===== src/bfpf_pkg.sv =====
// ----------------------------------------------------------------------------
// bfpf_pkg: shared types and constants for the frame parser
// Sync codes, byte role codes and the per-beat result record.
// ----------------------------------------------------------------------------
package bfpf_pkg;

  // Frame sync pattern
  localparam logic [7:0] SYNC_FIRST  = 8'hB5;
  localparam logic [7:0] SYNC_SECOND = 8'h62;

  // Role of a byte within a frame
  localparam logic [3:0] ROLE_NONE    = 4'd0;
  localparam logic [3:0] ROLE_SYNC1   = 4'd1;
  localparam logic [3:0] ROLE_SYNC2   = 4'd2;
  localparam logic [3:0] ROLE_CLASS   = 4'd3;
  localparam logic [3:0] ROLE_ID      = 4'd4;
  localparam logic [3:0] ROLE_LENLO   = 4'd5;
  localparam logic [3:0] ROLE_LENHI   = 4'd6;
  localparam logic [3:0] ROLE_PAYLOAD = 4'd7;
  localparam logic [3:0] ROLE_CKA     = 4'd8;
  localparam logic [3:0] ROLE_CKB     = 4'd9;

  // One result beat
  typedef struct packed {
    logic [7:0]  byte_out;
    logic [3:0]  byte_role;
    logic        frame_end;
    logic        checksum_ok;
    logic        frame_accepted;
    logic        sync_error;
    logic [7:0]  msg_class;
    logic [7:0]  msg_id;
    logic [15:0] payload_len;
  } result_t;

endpackage


===== src/bfpf_core.sv =====
// ----------------------------------------------------------------------------
// bfpf_core: frame tracking state and per-byte decode
// Holds the parse phase, Fletcher sums and frame fields; produces the
// result for the current byte and advances state when the byte is taken.
// ----------------------------------------------------------------------------
module bfpf_core (
  input  logic              clk,
  input  logic              rst,
  input  logic              take,
  input  logic [7:0]        rx_byte,
  input  logic              accept_bad_checksum,
  output bfpf_pkg::result_t result
);
  import bfpf_pkg::*;

  typedef enum logic [2:0] {
    PH_SEARCH,
    PH_SYNC2,
    PH_CLASS,
    PH_ID,
    PH_LENLO,
    PH_LENHI,
    PH_BODY,
    PH_CKB
  } phase_t;

  phase_t      phase, phase_next;
  logic [7:0]  sum_a, sum_a_next;
  logic [7:0]  sum_b, sum_b_next;
  logic [15:0] bytes_left, bytes_left_next;
  logic [7:0]  class_reg, class_reg_next;
  logic [7:0]  id_reg, id_reg_next;
  logic [15:0] length_reg, length_reg_next;
  logic [7:0]  received_sum_a, received_sum_a_next;

  // Running Fletcher update for the current byte
  logic [7:0] add_a, add_b;
  assign add_a = sum_a + rx_byte;
  assign add_b = sum_b + add_a;

  // Next state and result for this byte
  always_comb begin
    logic ok;
    ok                  = 1'b0;
    phase_next          = phase;
    sum_a_next          = sum_a;
    sum_b_next          = sum_b;
    bytes_left_next     = bytes_left;
    class_reg_next      = class_reg;
    id_reg_next         = id_reg;
    length_reg_next     = length_reg;
    received_sum_a_next = received_sum_a;

    result                = '0;
    result.byte_out       = rx_byte;
    result.byte_role      = ROLE_NONE;

    case (phase)
      PH_SYNC2: begin
        if (rx_byte == SYNC_SECOND) begin
          result.byte_role = ROLE_SYNC2;
          phase_next       = PH_CLASS;
        end else begin
          // Recheck the bad byte as a first sync byte
          result.sync_error = 1'b1;
          if (rx_byte == SYNC_FIRST) begin
            result.byte_role = ROLE_SYNC1;
            phase_next       = PH_SYNC2;
          end else begin
            phase_next = PH_SEARCH;
          end
        end
      end
      PH_CLASS: begin
        sum_a_next       = rx_byte;
        sum_b_next       = rx_byte;
        class_reg_next   = rx_byte;
        result.byte_role = ROLE_CLASS;
        phase_next       = PH_ID;
      end
      PH_ID: begin
        sum_a_next       = add_a;
        sum_b_next       = add_b;
        id_reg_next      = rx_byte;
        result.byte_role = ROLE_ID;
        phase_next       = PH_LENLO;
      end
      PH_LENLO: begin
        sum_a_next       = add_a;
        sum_b_next       = add_b;
        bytes_left_next  = {8'd0, rx_byte};
        result.byte_role = ROLE_LENLO;
        phase_next       = PH_LENHI;
      end
      PH_LENHI: begin
        sum_a_next       = add_a;
        sum_b_next       = add_b;
        bytes_left_next  = {rx_byte, bytes_left[7:0]};
        length_reg_next  = {rx_byte, bytes_left[7:0]};
        result.byte_role = ROLE_LENHI;
        phase_next       = PH_BODY;
      end
      PH_BODY: begin
        if (bytes_left != 16'd0) begin
          sum_a_next       = add_a;
          sum_b_next       = add_b;
          bytes_left_next  = bytes_left - 16'd1;
          result.byte_role = ROLE_PAYLOAD;
        end else begin
          received_sum_a_next = rx_byte;
          result.byte_role    = ROLE_CKA;
          phase_next          = PH_CKB;
        end
      end
      PH_CKB: begin
        ok                    = (received_sum_a == sum_a) && (rx_byte == sum_b);
        result.byte_role      = ROLE_CKB;
        result.frame_end      = 1'b1;
        result.checksum_ok    = ok;
        result.frame_accepted = ok | accept_bad_checksum;
        phase_next            = PH_SEARCH;
      end
      default: begin
        if (rx_byte == SYNC_FIRST) begin
          result.byte_role = ROLE_SYNC1;
          phase_next       = PH_SYNC2;
        end else begin
          phase_next = PH_SEARCH;
        end
      end
    endcase

    // Frame fields reflect the state after this byte
    result.msg_class   = class_reg_next;
    result.msg_id      = id_reg_next;
    result.payload_len = length_reg_next;
  end

  // State registers
  always_ff @(posedge clk) begin
    if (rst) begin
      phase          <= PH_SEARCH;
      sum_a          <= '0;
      sum_b          <= '0;
      bytes_left     <= '0;
      class_reg      <= '0;
      id_reg         <= '0;
      length_reg     <= '0;
      received_sum_a <= '0;
    end else if (take) begin
      phase          <= phase_next;
      sum_a          <= sum_a_next;
      sum_b          <= sum_b_next;
      bytes_left     <= bytes_left_next;
      class_reg      <= class_reg_next;
      id_reg         <= id_reg_next;
      length_reg     <= length_reg_next;
      received_sum_a <= received_sum_a_next;
    end
  end

endmodule


===== src/binary_frame_parser_fletcher8_unit.sv =====
// ----------------------------------------------------------------------------
// binary_frame_parser_fletcher8_unit: sync/class/id/length frame parser
// Tags each received byte with its frame role and checks the 8-bit
// Fletcher checksum at the end of every frame.
//
//   channel | handshake              | payload
//   --------+------------------------+---------------------------------------
//   input   | in_valid / in_stall    | rx_byte
//   output  | out_valid / out_stall  | byte_out .. payload_len
//   config  | cfg_valid / cfg_ready  | accept_bad_checksum
//
// One byte per cycle while in_stall is low; each result appears in the cycle after its byte is taken.
// Latency and rate are set by the single output register after the decode.
// While the output register holds a stalled beat, in_stall is raised unless
// the beat leaves in the same cycle.
// Synchronous reset returns the parser to sync search with sums cleared.
// ----------------------------------------------------------------------------
module binary_frame_parser_fletcher8_unit (
  input  logic        clk,
  input  logic        rst,
  // byte input
  input  logic        in_valid,
  output logic        in_stall,
  input  logic [7:0]  rx_byte,
  // result output
  output logic        out_valid,
  input  logic        out_stall,
  output logic [7:0]  byte_out,
  output logic [3:0]  byte_role,
  output logic        frame_end,
  output logic        checksum_ok,
  output logic        frame_accepted,
  output logic        sync_error,
  output logic [7:0]  msg_class,
  output logic [7:0]  msg_id,
  output logic [15:0] payload_len,
  // configuration
  input  logic        cfg_valid,
  output logic        cfg_ready,
  input  logic        accept_bad_checksum
);
  import bfpf_pkg::*;

  logic    bad_ck_en;
  logic    take;
  result_t step_res;
  result_t out_res;

  // Config register, always writable
  assign cfg_ready = 1'b1;

  always_ff @(posedge clk) begin
    if (rst) begin
      bad_ck_en <= 1'b0;
    end else if (cfg_valid && cfg_ready) begin
      bad_ck_en <= accept_bad_checksum;
    end
  end

  // Input handshake: take a beat when the output slot is free or draining
  assign in_stall = out_valid && out_stall;
  assign take     = in_valid && !in_stall;

  bfpf_core u_core (
    .clk                 (clk),
    .rst                 (rst),
    .take                (take),
    .rx_byte             (rx_byte),
    .accept_bad_checksum (bad_ck_en),
    .result              (step_res)
  );

  // Output register
  always_ff @(posedge clk) begin
    if (rst) begin
      out_valid <= 1'b0;
    end else if (take) begin
      out_valid <= 1'b1;
    end else if (!out_stall) begin
      out_valid <= 1'b0;
    end
  end

  always_ff @(posedge clk) begin
    if (take) begin
      out_res <= step_res;
    end
  end

  assign byte_out       = out_res.byte_out;
  assign byte_role      = out_res.byte_role;
  assign frame_end      = out_res.frame_end;
  assign checksum_ok    = out_res.checksum_ok;
  assign frame_accepted = out_res.frame_accepted;
  assign sync_error     = out_res.sync_error;
  assign msg_class      = out_res.msg_class;
  assign msg_id         = out_res.msg_id;
  assign payload_len    = out_res.payload_len;

  // Checks
  a_end_on_ckb: assert property (@(posedge clk) disable iff (rst)
    (out_valid && frame_end) |-> (byte_role == ROLE_CKB))
    else $error("frame_end on a byte that is not ck_b");

  a_ok_needs_end: assert property (@(posedge clk) disable iff (rst)
    (out_valid && (checksum_ok || frame_accepted)) |-> frame_end)
    else $error("checksum status outside end of frame");

  a_ok_implies_acc: assert property (@(posedge clk) disable iff (rst)
    (out_valid && checksum_ok) |-> frame_accepted)
    else $error("good checksum but frame not accepted");

  a_sync_err_role: assert property (@(posedge clk) disable iff (rst)
    (out_valid && sync_error) |->
      ((byte_role == ROLE_NONE && byte_out != SYNC_FIRST) ||
       (byte_role == ROLE_SYNC1 && byte_out == SYNC_FIRST)))
    else $error("bad sync byte not rechecked as first sync");

  a_sync2_byte: assert property (@(posedge clk) disable iff (rst)
    (out_valid && byte_role == ROLE_SYNC2) |-> (byte_out == SYNC_SECOND))
    else $error("sync2 role on wrong byte");

endmodule


===== config.mk =====
export PLATFORM = sky130hd
export DESIGN_NAME = binary_frame_parser_fletcher8_unit
export DESIGN_NICKNAME = d
export VERILOG_FILES = /design/src/bfpf_pkg.sv /design/src/bfpf_core.sv /design/src/binary_frame_parser_fletcher8_unit.sv
export SDC_FILE = /design/constraint.sdc
export NUM_CORES = 1
export LEC_CHECK = 0
export BUFFER_PORTS_ARGS = -buffer_cell sky130_fd_sc_hd__buf_4
export CAP_MARGIN = 20
export CORE_UTILIZATION = 63
export CTS_CLUSTER_DIAMETER = 60
export CTS_CLUSTER_SIZE = 28
export DETAILED_ROUTE_END_ITERATION = 7
export PLACE_DENSITY = 0.85
export SLEW_MARGIN = 30
export SYNTH_ARGS = -nofsm -noshare
export SYNTH_HDL_FRONTEND = slang
export SYNTH_SLANG_ARGS = --single-unit
export TNS_END_PERCENT = 50

===== constraint.sdc =====
create_clock -name clk -period 6.8 [get_ports clk]
set_clock_uncertainty 0.1 [all_clocks]
set_input_delay 1.36 -clock clk [delete_from_list [all_inputs] [get_ports clk]]
set_output_delay 1.36 -clock clk [all_outputs]
set_load 0.005 [all_outputs]

Yosys cells after proc, flatten, opt, wreduce, memory -nomap -nowiden
Index checks and enable logic that the tools add are counted.

Register bits: 125. Logic and storage cells: 75. Input port bits: 14. Output and inout bits: 51.

Eq/ne operators: 14. Multiplexer cells: 21. Reduce and logical (&&, ||, !) cells: 14. Add/sub/neg operators: 3. Bitwise logic cells: 3.

Operators with widths (count): 16-bit one-hot mux with 3 select lines (1); 8-bit one-hot mux with 3 select lines (2); 16-bit 2-to-1 mux (2); 8-bit 2-to-1 mux (4); 4-bit one-hot mux with 7 select lines (1); 3-bit one-hot mux with 7 select lines (1); 8-bit adder (2); 8-bit == test (2); 16-bit nonzero test (1); 16-bit by 1-bit subtractor with 16-bit output, second input constant (1); 3-bit == test, second input constant (4); 3-bit 2-to-1 mux (3); 3-bit AND reduction (3); 8-bit by 7-bit == test with 1-bit output, second input constant (1); 8-bit == test, second input constant (1); 4-bit 2-to-1 mux (2); 3-bit by 2-bit == test with 1-bit output, second input constant (2); 3-bit nonzero test (2); 1-bit 2-to-1 mux (5); 2-bit by 1-bit != test with 1-bit output, second input constant (2); 4-bit AND reduction (1); 3-bit by 1-bit == test with 1-bit output, second input constant (1); 1-bit logical AND (3); 3-bit OR reduction (1); other kinds (6) (7).

Logic depth before layout (Yosys ltp)
Gate-level depths: netlist (run 1).

Word-level depth: 4. Depth in mapped cells: 13. Depth with buffers taken out: 13.

Hierarchy
A second synthesis (run 1) with hierarchy kept.

Cells, all modules: 657. Area, all modules: 6214.7 um2.

Modules (own cells, without submodules): bfpf_core (seq. area each 1501.4 um2, area an instance 4682.0 um2, cells each 599, instances 1); binary_frame_parser_fletcher8_unit (seq. area each 1481.4 um2, area an instance 1532.7 um2, cells each 58, instances 1).

Worst setup path before layout (run 1)
OpenSTA, ideal clock, no wires.

Path type: in2reg. From: input port out_stall. To: register out_res (netlist bit byte_out[0]) (enable). Setup time: 431 ps. Path buffers: 3. Slack: 2554 ps. Arrival time: 3715 ps. Stages on the path: 6. Data required time: 6269 ps. Path through: and2_1 > nand2b_1 > clkbuf_1 > inv_1 > clkbuf_1 > clkbuf_1.

Word-level cells in the longest chain between the ends: 3.

RTL lines: start, declared (RTL line binary_frame_parser_fletcher8_unit.sv:27) `input logic out_stall,`; 1-bit logical AND (RTL line binary_frame_parser_fletcher8_unit.sv:61) `assign in_stall = out_valid && out_stall;`; 1-bit logical NOT (RTL line binary_frame_parser_fletcher8_unit.sv:62) `assign take = in_valid && !in_stall;`; 1-bit logical AND (RTL line binary_frame_parser_fletcher8_unit.sv:62); net take (RTL line binary_frame_parser_fletcher8_unit.sv:45) `logic take;`; end signal, assigned (RTL line binary_frame_parser_fletcher8_unit.sv:86) `out_res <= step_res;`; end, declared (RTL line binary_frame_parser_fletcher8_unit.sv:47) `result_t out_res;`.

The timed path passes the listed nets, and every way through them passes these cells. A chain may end at the register's enable or synchronous reset.

Worst setup path after layout (run 1)
From: input port out_stall. To: register u_core.bytes_left[15].

Word-level cells in the longest chain between the ends: 4.

RTL lines: 1-bit logical AND (RTL line binary_frame_parser_fletcher8_unit.sv:61); 1-bit logical NOT (RTL line binary_frame_parser_fletcher8_unit.sv:62); 1-bit logical AND (RTL line binary_frame_parser_fletcher8_unit.sv:62); 3-bit AND reduction (no source line); end signal, assigned (RTL line bfpf_core.sv:154) `bytes_left <= bytes_left_next;`; end, declared (RTL line bfpf_core.sv:30) `logic [15:0] bytes_left, bytes_left_next;`.

No other way between the ends.

==> tab_implementation.tex, run 1 <==
\begin{tabular}{lr}
\hline
Metric & Value \\
\hline
\multicolumn{2}{l}{\textbf{Timing}} \\
Setup\_tns & 0 ns \\
Worst-Margin Slew & 0.735 ns \\
Unrepaired setup endpoints after global routing & false \\
Max-slew violation count & 0 \\
Final min period & 3.98 ns \\
Final hold violation count & 0 \\
Hold Slack & 0.353 ns \\
Final cycle utilization of the critical path & 58.5\% \\
Final setup vio count & 0 \\
Max-Slew Margin vs Limit & 50.8\% \\
Max frequency & 251 MHz \\
\multicolumn{2}{l}{\textbf{Worst setup path}} \\
Largest fanout of any net on the critical path & 53 \\
Worst Path Required & 7.12 ns \\
Reg2Reg Launch Point & out\_valid \\
Worst R2R End & u\_core.bytes\_left[15] \\
Critical path class & in2reg \\
CP Data Arrival Time & 4.30 ns \\
Type of destination of the critical path & flip-flop \\
Nature of the critical path startpoint & primary input \\
R2R depth & 10 \\
R2R Setup Slk & 3.47 ns \\
\multicolumn{2}{l}{\textbf{CTS}} \\
CTS tree & built \\
Post-cts repair resize count & 0 \\
H-tree level count & 4 \\
Post-CTS setup buffer count & 0 \\
Deepest clock path buffer count & 2 \\
Total number of clock tree sinks & 125 \\
Clock-pin slew on the worst setup and hold paths & 0.06 ns \\
CTS buffer count & 17 \\
Hold bufs inserted after CTS & 0 \\
Clock latency of the later-clocked register in the worst-skew pair & 0.51 ns \\
Root Buffer Master & clkbuf\_8 \\
\multicolumn{2}{l}{\textbf{Layout}} \\
Combined area of the multi-input logic cells & 0.00287 sq mm \\
Fillers & 607 \\
Post-layout utilization of the core & 76.2\% \\
\# diodes & 0 \\
Area overhead of the layout relative to synthesis & 17.1\% \\
Area occupied by registers & 0.00298 sq mm \\
\# nets final & 710 \\
Layout cell share with drive strength beyond 1 & 19.0\% \\
\multicolumn{2}{l}{\textbf{Placed design}} \\
Post-DP HPWL & 8.33 mm \\
Final RePlAce weighted congestion & 0.933 \\
Port Buf Inserts & 63 \\
\multicolumn{2}{l}{\textbf{Die}} \\
Overall die width & 99.9 um \\
Initial Utilization & 65.1\% \\
Number of I/O pins & 65 \\
Full die area & 0.00999 sq mm \\
Die boundary height & 99.9 um \\
Total number of placement rows & 35 \\
Core Footprint & 0.00928 sq mm \\
\multicolumn{2}{l}{\textbf{Routing}} \\
Via count & 5007 \\
Post-detailed-route DRC marker count & 0 \\
Vias/cell & 6.11 \\
Drt initial violations & 350 \\
Number of search-and-repair iterations in the first detailed-routing pass & 5 \\
Total length of routed wires & 13.8 mm \\
Antenna-violating nets left & 0 \\
Post-DR wirelength/cell & 16.8 um \\
\multicolumn{2}{l}{\textbf{Pwr}} \\
P per Cell Area & 248 mW/mm\^{}2 \\
Total leakage power & 2.99 nW \\
Worst supply voltage drop on vdd & 0.000253 V \\
\multicolumn{2}{l}{\textbf{Yosys}} \\
Leading register cell type out of synthesis & dfxtp\_1 \\
Synth async-reset ratio & 0\% \\
Synthesis warning total & 0 \\
Proportion of synthesized chip area in sequential cells & 49.4\% \\
Synthesized Nets & 667 \\
Syn Inst Count & 635 \\
Post-synth EDFFs & 48 \\
Seq cells post-synth & 125 \\
Mean Syn Cell Area & 9.52 sq um \\
Netlist area before placement & 0.00604 sq mm \\
Number of distinct library cells after synthesis & 53 \\
\multicolumn{2}{l}{\textbf{Worst hold path}} \\
Min-Delay Endpoint & u\_core.length\_reg[8] \\
Cell count of the worst hold path & 2 \\
Worst min-delay path startpoint & u\_core.length\_reg[8] \\
Worst min path class & reg2reg \\
\multicolumn{2}{l}{\textbf{Global route}} \\
Number of antenna violations at the first check in global routing & 0 \\
Number of global-route vias before repair & 4620 \\
Global-route total usage across every layer & 29.6\% \\
Global-route wire length before repair & 22.8 mm \\
Sum of overflow across all layers after global routing & 0 \\
Maximum number of pins on one net before global-route repair & 68 \\
\multicolumn{2}{l}{\textbf{Status}} \\
Run status & complete, no violations \\
\multicolumn{2}{l}{\textbf{Run}} \\
MaxCap Viol Count & 0 \\
\hline
\end{tabular}
[worst max-delay path, stage by stage]
cell and delay [ns]:
buf_4 0.10, and2_1 0.16, nand2b_1 0.14, buf_4 0.25
inv_2 0.52, buf_4 0.60, o211ai_1 0.21, o211ai_1 0.30
buf_2 0.29, nor2_1 0.07, a311oi_1 0.26
[power breakdown]
group	switching, W	internal [W]	total [W]
logic	0.0000708	0.0000532	0.000124
registers	0.0000100	0.000809	0.000819
clock network	0.000320	0.000489	0.000809
[synthesized netlist by cell type, types with 2 or more instances]
master,number,area share (%)
ha_1,16,3.3
or4_1,2,0.25
mux2_2,16,3.0
buf_1,3,0.19
and2_1,4,0.41
nor3_1,28,2.3
a21o_1,8,0.99
or2_2,8,0.83
buf_2,2,0.17
mux2i_1,18,3.0
nor2_1,73,4.5
o21ai_0,29,2.4
nand2b_1,4,0.41
a211oi_1,17,2.1
dfxtp_1,77,26
o41ai_1,2,0.29
a31oi_1,3,0.31
a21oi_1,39,3.2
edfxtp_1,48,24
a311oi_1,4,0.58
clkbuf_1,37,2.3
nand3_1,6,0.50
nor2b_1,4,0.41
o211ai_1,10,1.2
or3_1,3,0.31
inv_1,6,0.37
nor4_1,9,0.93
nand2_1,89,5.5
fa_1,2,0.66
xor2_1,29,4.2
xnor2_1,8,1.2
a221oi_1,2,0.29
o211a_1,9,1.5
[cells in the final DEF (no fill, tap or decap), drive strengths merged, types with 9 or more instances in the layout]
| master | instances |
|---|---|
| a211oi | 17 |
| a21oi | 39 |
| buf | 68 |
| clkbuf | 20 |
| dfxtp | 77 |
| edfxtp | 48 |
| ha | 16 |
| mux2 | 16 |
| mux2i | 18 |
| nand2 | 89 |
| nor2 | 73 |
| nor3 | 30 |
| nor4 | 9 |
| o211a | 9 |
| o211ai | 10 |
| o21ai | 29 |
| or2 | 9 |
| xor2 | 29 |
[cell type report]
cell class,instances,share of cell area (%)
Sequential cell,125,42.2
Multi-Input combinational cell,460,40.5
Timing Repair Buffer,68,7.18
Clock buffer,20,6.15
Tap cell,129,2.28
Clock inverter,12,1.36
Inverter,6,0.318
[worst max-delay path by stage]
stage	start	end	slack (ns)
detailed placement	out_stall	u_core.bytes_left[10]	2.24
global placement	out_stall	u_core.bytes_left[10]	2.37
floorplan	out_stall	byte_out[0]	2.55
finish	out_stall	u_core.bytes_left[15]	2.82
CTS	out_stall	u_core.bytes_left[10]	2.73
global route	out_stall	u_core.bytes_left[15]	2.52
[per-layer routing]
metal	part of all wire (%)	vias to the layer above	track usage (%)
li1	-	2338	-
met1	44	2409	39.5
met2	47	223	46.5
met3	6.8	37	6.55
met4	2.5	0	13.0
met5	0	-	0
[cell families (layout without fill, tap and decap cells)]
family / count (synthesis) / count (layout) / share of synthesized area [%]
buffers and inverters: 50 / 106 / 3.33
AND/OR/NAND/NOR: 241 / 241 / 18.2
multiplexers: 34 / 34 / 5.96
other: 1 / 1 / 0.0621
flip-flops: 125 / 125 / 49.4
adder cells (fa/ha/maj): 18 / 18 / 3.98
AO/OA/AOI/OAI: 129 / 129 / 13.8
XOR/XNOR: 37 / 37 / 5.36
[per-stage QoR]
step                      area [sq um]  setup WS, ns  power [W]  cells
after CTS                         7070          2.73    0.00175    819
after floorplan                   6040          2.55   0.000904    635
final                             7070          2.82    0.00175    820
after global routing              7070          2.52    0.00180    820
after detailed placement          6540          2.24   0.000955    787
after global placement            6530          2.37   0.000951    787
(Power assumes the default switching activity.)
==> inputs of run 2 (changes only) <==
--- a/config.mk
+++ b/config.mk
@@ -7,11 +7,11 @@
 export LEC_CHECK = 0
 export BUFFER_PORTS_ARGS = -buffer_cell sky130_fd_sc_hd__buf_4
 export CAP_MARGIN = 20
-export CORE_UTILIZATION = 63
+export CORE_UTILIZATION = 53
 export CTS_CLUSTER_DIAMETER = 60
 export CTS_CLUSTER_SIZE = 28
 export DETAILED_ROUTE_END_ITERATION = 7
-export PLACE_DENSITY = 0.85
+export PLACE_DENSITY = 0.76
 export SLEW_MARGIN = 30
 export SYNTH_ARGS = -nofsm -noshare
 export SYNTH_HDL_FRONTEND = slang
==> constraint.sdc (replaced) <==
create_clock -name clk -period 3.6 [get_ports clk]
set_clock_uncertainty 0.1 [all_clocks]
set_input_delay 0.72 -clock clk [delete_from_list [all_inputs] [get_ports clk]]
set_output_delay 0.72 -clock clk [all_outputs]
set_load 0.005 [all_outputs]
==> tab_implementation.tex, run 2 (same netlist as run 1, synthesis figures left out) <==
\begin{tabular}{lr}
\hline
Metric & Value \\
\hline
\multicolumn{2}{l}{\textbf{Status}} \\
Run status & complete, no violations (unchanged) \\
\multicolumn{2}{l}{\textbf{CTS}} \\
CTS buffer count & 17 (unchanged) \\
Clock-pin slew on the worst setup and hold paths & 0.06 ns (about the same) \\
Hold bufs inserted after CTS & 0 (unchanged) \\
Root Buffer Master & clkbuf\_16 (was clkbuf\_8) \\
Clock latency of the later-clocked register in the worst-skew pair & 0.41 ns (was 0.51 ns) \\
CTS tree & built (unchanged) \\
Total number of clock tree sinks & 125 (unchanged) \\
Post-cts repair resize count & 0 (unchanged) \\
Deepest clock path buffer count & 2 (unchanged) \\
H-tree level count & 4 (unchanged) \\
Post-CTS setup buffer count & 0 (unchanged) \\
\multicolumn{2}{l}{\textbf{Routing}} \\
Via count & 4839 (was 5007) \\
Post-DR wirelength/cell & 16.9 um (was 16.8 um) \\
Post-detailed-route DRC marker count & 0 (unchanged) \\
Total length of routed wires & 14.1 mm (was 13.8 mm) \\
Drt initial violations & 318 (was 350) \\
Number of search-and-repair iterations in the first detailed-routing pass & 6 (was 5) \\
Vias/cell & 5.79 (was 6.11) \\
Antenna-violating nets left & 0 (unchanged) \\
\multicolumn{2}{l}{\textbf{Die}} \\
Full die area & 0.0118 sq mm (was 0.00999 sq mm) \\
Die boundary height & 109 um (was 99.9 um) \\
Initial Utilization & 55.0\% (was 65.1\%) \\
Total number of placement rows & 38 (was 35) \\
Number of I/O pins & 65 (unchanged) \\
Overall die width & 109 um (was 99.9 um) \\
Core Footprint & 0.0110 sq mm (was 0.00928 sq mm) \\
\multicolumn{2}{l}{\textbf{Pwr}} \\
Power after layout & 0.00357 W (was 0.00175 W) \\
Worst supply voltage drop on vdd & 0.000301 V (was 0.000253 V) \\
P per Cell Area & 495 mW/mm\^{}2 (was 248 mW/mm\^{}2) \\
Clock group share of total power & 50.0\% (was 46.2\%) \\
Portion of total power attributed to combinational logic & 6.7\% (was 7.1\%) \\
Net Sw Frac & 22.6\% (was 22.9\%) \\
Sequential share of power & 43.4\% (was 46.7\%) \\
Total leakage power & 3.05 nW (was 2.99 nW) \\
Cell-internal power & 0.00276 W (was 0.00135 W) \\
Net switching power figure & 0.000807 W (was 0.000401 W) \\
\multicolumn{2}{l}{\textbf{Layout}} \\
Most frequent cells in the layout & 89 x nand2\_1, 77 x dfxtp\_1, 73 x nor2\_1, 73 x buf\_4, 48 x edfxtp\_1 (was 89 x nand2\_1, 77 x dfxtp\_1, 73 x nor2\_1, 67 x buf\_4, 48 x edfxtp\_1) \\
Fillers & 849 (was 607) \\
Area occupied by registers & 0.00298 sq mm (unchanged) \\
\# diodes & 0 (unchanged) \\
Combined area of the multi-input logic cells & 0.00286 sq mm (was 0.00287 sq mm) \\
Area overhead of the layout relative to synthesis & 19.3\% (was 17.1\%) \\
\# nets final & 715 (was 710) \\
Count of non-filler cells in the finished layout & 836 (was 820) \\
Layout cell share with drive strength beyond 1 & 19.5\% (was 19.0\%) \\
Most common library cell in the layout ignoring fill and taps & nand2\_1 (unchanged) \\
Post-layout instance area & 0.00721 sq mm (was 0.00707 sq mm) \\
\multicolumn{2}{l}{\textbf{Worst setup path}} \\
Worst Path Required & 3.81 ns (was 7.12 ns) \\
Critical path class & in2reg (unchanged) \\
Largest fanout of any net on the critical path & 3 (was 53) \\
Delay contributed by the slowest stage of the critical path & 0.40 ns (was 0.60 ns) \\
Chain of cells forming the critical path & buf\_4, ha\_1, fa\_1, a21o\_1, a21oi\_1, o21ai\_0, xor2\_1, ha\_1, or3\_1, o211ai\_1, xnor2\_1, xnor2\_1, o21bai\_1 (was buf\_4, and2\_1, nand2b\_1, buf\_4, inv\_2, buf\_4, o211ai\_1, o211ai\_1, buf\_2, nor2\_1, a311oi\_1) \\
Nature of the critical path startpoint & primary input (unchanged) \\
Start point of the critical path & rx\_byte[0] (was out\_stall) \\
Type of destination of the critical path & flip-flop (unchanged) \\
Kind of cell with the highest combined delay on the critical path & adder cells (was buffers and inverters) \\
CP max stage cell & fa\_1 (was buf\_4) \\
CP Data Arrival Time & 3.21 ns (was 4.30 ns) \\
Buf/Inv on CP & 1 (was 5) \\
Reg2Reg Launch Point & u\_core.sum\_a[0] (was out\_valid) \\
\multicolumn{2}{l}{\textbf{Global route}} \\
Sum of overflow across all layers after global routing & 0 (unchanged) \\
Maximum number of pins on one net before global-route repair & 67 (was 68) \\
Global-route wire length before repair & 22.8 mm (about the same) \\
Number of global-route vias before repair & 4517 (was 4620) \\
Number of antenna violations at the first check in global routing & 0 (unchanged) \\
Global-route total usage across every layer & 25.3\% (was 29.6\%) \\
\multicolumn{2}{l}{\textbf{Timing}} \\
Unrepaired setup endpoints after global routing & false (unchanged) \\
Max-Slew Margin vs Limit & 44.1\% (was 50.8\%) \\
Setup\_tns & 0 ns (unchanged) \\
Hold Slack & 0.355 ns (was 0.353 ns) \\
Max frequency & 333 MHz \\
Final hold violation count & 0 (unchanged) \\
Final min period & 3.01 ns \\
Worst-Margin Slew & 0.837 ns (was 0.735 ns) \\
Final setup vio count & 0 (unchanged) \\
Final cycle utilization of the critical path & 83.5\% \\
Max-slew violation count & 0 (unchanged) \\
\multicolumn{2}{l}{\textbf{Worst hold path}} \\
Worst min-delay path startpoint & u\_core.length\_reg[13] (was u\_core.length\_reg[8]) \\
Worst min path class & reg2reg (unchanged) \\
\multicolumn{2}{l}{\textbf{Placed design}} \\
Port Buf Inserts & 63 (unchanged) \\
Post-DP HPWL & 9.02 mm (was 8.33 mm) \\
Final RePlAce weighted congestion & 0.936 (was 0.933) \\
Cell area after placement & 0.00659 sq mm (was 0.00654 sq mm) \\
Dpl cells & 804 (was 787) \\
\multicolumn{2}{l}{\textbf{Run}} \\
MaxCap Viol Count & 0 (unchanged) \\
\hline
\end{tabular}
==> run 2: through the flow <==
stage          setup WS, ns  utilization [%]
6_report              0.593             65.6
5_1_grt               0.378             65.6
4_1_cts               0.600             65.6
3_5_place_dp          0.179             60.0
3_3_place_gp          0.214             60.0
2_1_floorplan         0.459                -
==> run 2: power groups by stage <==
stage                     combinational [W]  clock [W]  sequential (W)
after floorplan                    0.000128          0         0.00158
after global placement             0.000231          0         0.00157
after detailed placement           0.000237          0         0.00158
after CTS                          0.000239    0.00179         0.00155
after global routing               0.000262    0.00185         0.00155
final                              0.000238    0.00178         0.00155
==> run 2: final timing paths <==
| path | cells past startpoint | endpoint | slack (ns) |
|---|---|---|---|
| worst min-delay path | 2 | u_core.length_reg[13] | 0.35 |
| worst min register to register | 2 | u_core.length_reg[13] | 0.35 |
| worst max register to register | 12 | u_core.sum_b[7] | 0.64 |
| worst max-delay path | 13 | u_core.sum_b[7] | 0.59 |
==> run 2: routing by layer <==
metal / GRT usage [%] / vias up / wire length, um
met4: 9.94 / 0 / 273
li1: - / 2346 / -
met3: 4.42 / 21 / 751
met5: 0 / - / 0
met1: 34.4 / 2312 / 6570
met2: 40.1 / 160 / 6550
==> run 2: cell type report <==
| type | instances | area share, % |
|---|---|---|
| Clock buffer | 19 | 6.28 |
| Clock inverter | 13 | 2.26 |
| Inverter | 6 | 0.313 |
| Multi-Input combinational cell | 460 | 39.7 |
| Sequential cell | 125 | 41.4 |
| Tap cell | 140 | 2.43 |
| Timing Repair Buffer | 73 | 7.60 |
==> run 2: worst reg2reg max path: stages (launching register included) <==
cell and delay (ns):
dfxtp_1 0.36, ha_1 0.24, fa_1 0.40, a21o_1 0.19
a21oi_1 0.21, o21ai_0 0.16, xor2_1 0.18, ha_1 0.22
or3_1 0.31, o211ai_1 0.11, xnor2_1 0.16, xnor2_1 0.14
o21bai_1 0.07
==> inputs of run 3 (changes only) <==
==> constraint.sdc (replaced) <==
create_clock -name clk -period 2.5 [get_ports clk]
set_clock_uncertainty 0.1 [all_clocks]
set_input_delay 0.5 -clock clk [delete_from_list [all_inputs] [get_ports clk]]
set_output_delay 0.5 -clock clk [all_outputs]
set_load 0.005 [all_outputs]
==> tab_implementation.tex, run 3 (same netlist as run 1, synthesis figures left out) <==
\begin{tabular}{lr}
\hline
Metric & Value \\
\hline
\multicolumn{2}{l}{\textbf{Pwr}} \\
Worst supply voltage drop on vdd & 0.000383 V (was 0.000301 V) \\
Total leakage power & 3.31 nW (was 3.05 nW) \\
Power after layout & 0.00509 W (was 0.00357 W) \\
P per Cell Area & 663 mW/mm\^{}2 (was 495 mW/mm\^{}2) \\
\multicolumn{2}{l}{\textbf{Die}} \\
Die boundary height & 109 um (unchanged) \\
Overall die width & 109 um (unchanged) \\
Initial Utilization & 55.0\% (unchanged) \\
Full die area & 0.0118 sq mm (unchanged) \\
Core Footprint & 0.0110 sq mm (unchanged) \\
Total number of placement rows & 38 (unchanged) \\
Number of I/O pins & 65 (unchanged) \\
\multicolumn{2}{l}{\textbf{Placed design}} \\
Final RePlAce weighted congestion & 0.889 (was 0.936) \\
Post-DP HPWL & 9.81 mm (was 9.02 mm) \\
Port Buf Inserts & 63 (unchanged) \\
Dpl cells & 850 (was 804) \\
\multicolumn{2}{l}{\textbf{Routing}} \\
Antenna-violating nets left & 0 (unchanged) \\
Vias/cell & 5.73 (was 5.79) \\
Number of search-and-repair iterations in the first detailed-routing pass & 6 (unchanged) \\
Drt initial violations & 352 (was 318) \\
Post-DR wirelength/cell & 17.0 um (was 16.9 um) \\
Via count & 5072 (was 4839) \\
Post-detailed-route DRC marker count & 0 (unchanged) \\
Total length of routed wires & 15.0 mm (was 14.1 mm) \\
\multicolumn{2}{l}{\textbf{Layout}} \\
Layout cell share with drive strength beyond 1 & 26.7\% (was 19.5\%) \\
Area occupied by registers & 0.00299 sq mm (was 0.00298 sq mm) \\
Count of non-filler cells in the finished layout & 885 (was 836) \\
Post-layout utilization of the core & 69.9\% (was 65.6\%) \\
Fillers & 794 (was 849) \\
Combined area of the multi-input logic cells & 0.00295 sq mm (was 0.00286 sq mm) \\
Most frequent cells in the layout & 119 x buf\_4, 89 x nand2\_1, 74 x dfxtp\_1, 73 x nor2\_1, 48 x edfxtp\_1 (was 89 x nand2\_1, 77 x dfxtp\_1, 73 x nor2\_1, 73 x buf\_4, 48 x edfxtp\_1) \\
Most common library cell in the layout ignoring fill and taps & buf\_4 (was nand2\_1) \\
Area overhead of the layout relative to synthesis & 27.1\% (was 19.3\%) \\
\# diodes & 0 (unchanged) \\
\# nets final & 764 (was 715) \\
\multicolumn{2}{l}{\textbf{CTS}} \\
Total number of clock tree sinks & 125 (unchanged) \\
H-tree level count & 4 (unchanged) \\
CTS buffer count & 17 (unchanged) \\
Deepest clock path buffer count & 2 (unchanged) \\
Clock-pin slew on the worst setup and hold paths & 0.06 ns (about the same) \\
Hold bufs inserted after CTS & 0 (unchanged) \\
CTS tree & built (unchanged) \\
Root Buffer Master & clkbuf\_16 (unchanged) \\
Clock latency of the later-clocked register in the worst-skew pair & 0.41 ns (about the same) \\
\multicolumn{2}{l}{\textbf{Timing}} \\
Max frequency & 360 MHz \\
Final min period & 2.78 ns \\
Max-Slew Margin vs Limit & 51.5\% (was 44.1\%) \\
Worst-case setup margin in the final layout & -0.276 ns (was 0.593 ns) \\
Final setup vio count & 3 (was 0) \\
Final hold violation count & 0 (unchanged) \\
Unrepaired setup endpoints after global routing & true (was false) \\
Final cycle utilization of the critical path & 111\% \\
Max-slew violation count & 0 (unchanged) \\
Worst-Margin Slew & 0.727 ns (was 0.837 ns) \\
Hold Slack & 0.196 ns (was 0.355 ns) \\
\multicolumn{2}{l}{\textbf{Global route}} \\
Global-route total usage across every layer & 26.4\% (was 25.3\%) \\
Maximum number of pins on one net before global-route repair & 70 (was 67) \\
Number of global-route vias before repair & 4769 (was 4517) \\
Number of antenna violations at the first check in global routing & 0 (unchanged) \\
Sum of overflow across all layers after global routing & 0 (unchanged) \\
Global-route wire length before repair & 23.6 mm (was 22.8 mm) \\
\multicolumn{2}{l}{\textbf{Worst setup path}} \\
CP Data Arrival Time & 2.98 ns (was 3.21 ns) \\
Critical path class & reg2reg (was in2reg) \\
Worst Path Required & 2.70 ns (was 3.81 ns) \\
Largest fanout of any net on the critical path & 3 (unchanged) \\
Type of destination of the critical path & flip-flop (unchanged) \\
Nature of the critical path startpoint & flip-flop (was primary input) \\
\multicolumn{2}{l}{\textbf{Worst hold path}} \\
Worst min path class & in2reg (was reg2reg) \\
\multicolumn{2}{l}{\textbf{Run}} \\
MaxCap Viol Count & 0 (unchanged) \\
\multicolumn{2}{l}{\textbf{Status}} \\
Run status & complete, but fails checks (was complete, no violations) \\
Failing checks & setup timing \\
\hline
\end{tabular}
## run 3: changes by cell type in the layout (fill, tap and decap cells not counted), moves of 3 or more
cell     change
dfxtp_2      +3
a21oi_1      -5
o21ai_0      -5
o21ai_1      +5
a21oi_2      +3
buf_4       +46
dfxtp_1      -3
## run 3: repair_timing
action / CTS / global route
buffers inserted: 1 / 2
resized for setup: 5 / 14
endpoints found under the setup margin: 5 / 11
pin swaps: 12 / 19
## run 3: path summary, 6_finish.rpt
check	slack, ns	endpoint	from	cells after the start
max	-0.28	u_core.sum_b[7]	u_core.sum_a[0]	13
min	0.20	u_core.class_reg[5]	rst	2
max reg2reg	-0.28	u_core.sum_b[7]	u_core.sum_a[0]	13
min reg2reg	0.36	u_core.length_reg[14]	u_core.length_reg[14]	2
## run 3: report_power, final
group / internal (W) / switching, W
Combinational: 0.000174 / 0.000206
Clock: 0.00159 / 0.000892
Sequential: 0.00220 / 0.0000283
## run 3: worst max-delay path: stages, from the launching register on
cell and delay (ns):
dfxtp_2 0.33, ha_4 0.16, fa_2 0.34, a21o_1 0.19, a21oi_4 0.16, o21ai_1 0.12, xor2_1 0.31, ha_2 0.27
nor2_1 0.04, o211ai_1 0.09, o211ai_1 0.13, xnor2_1 0.21, xnor2_1 0.14, o21bai_1 0.07
## run 3: layer usage
layer | track usage [%] | vias up | routed length [um]
met3 | 4.78 | 32 | 864
met4 | 10.4 | 0 | 321
met1 | 35.2 | 2423 | 6650
met5 | 0 | - | 0
li1 | - | 2446 | -
met2 | 42.5 | 171 | 7190
## run 3: cell type report
type	count	area share, %
multi-input combinational	460	38.4
tap	140	2.28
inverter	6	0.293
timing repair buffer	122	12.3
clock inverter	14	2.17
sequential	125	38.9
clock buffer	18	5.72
## run 3: through the flow
step / instance area, sq um / TNS (ns) / setup WS, ns
2_1_floorplan: 6070 / -0.648 / -0.266
3_3_place_gp: 6980 / -1.99 / -0.457
3_5_place_dp: 6980 / -2.24 / -0.504
4_1_cts: 7610 / -0.381 / -0.200
5_1_grt: 7680 / -0.983 / -0.360
6_report: 7680 / -0.559 / -0.276
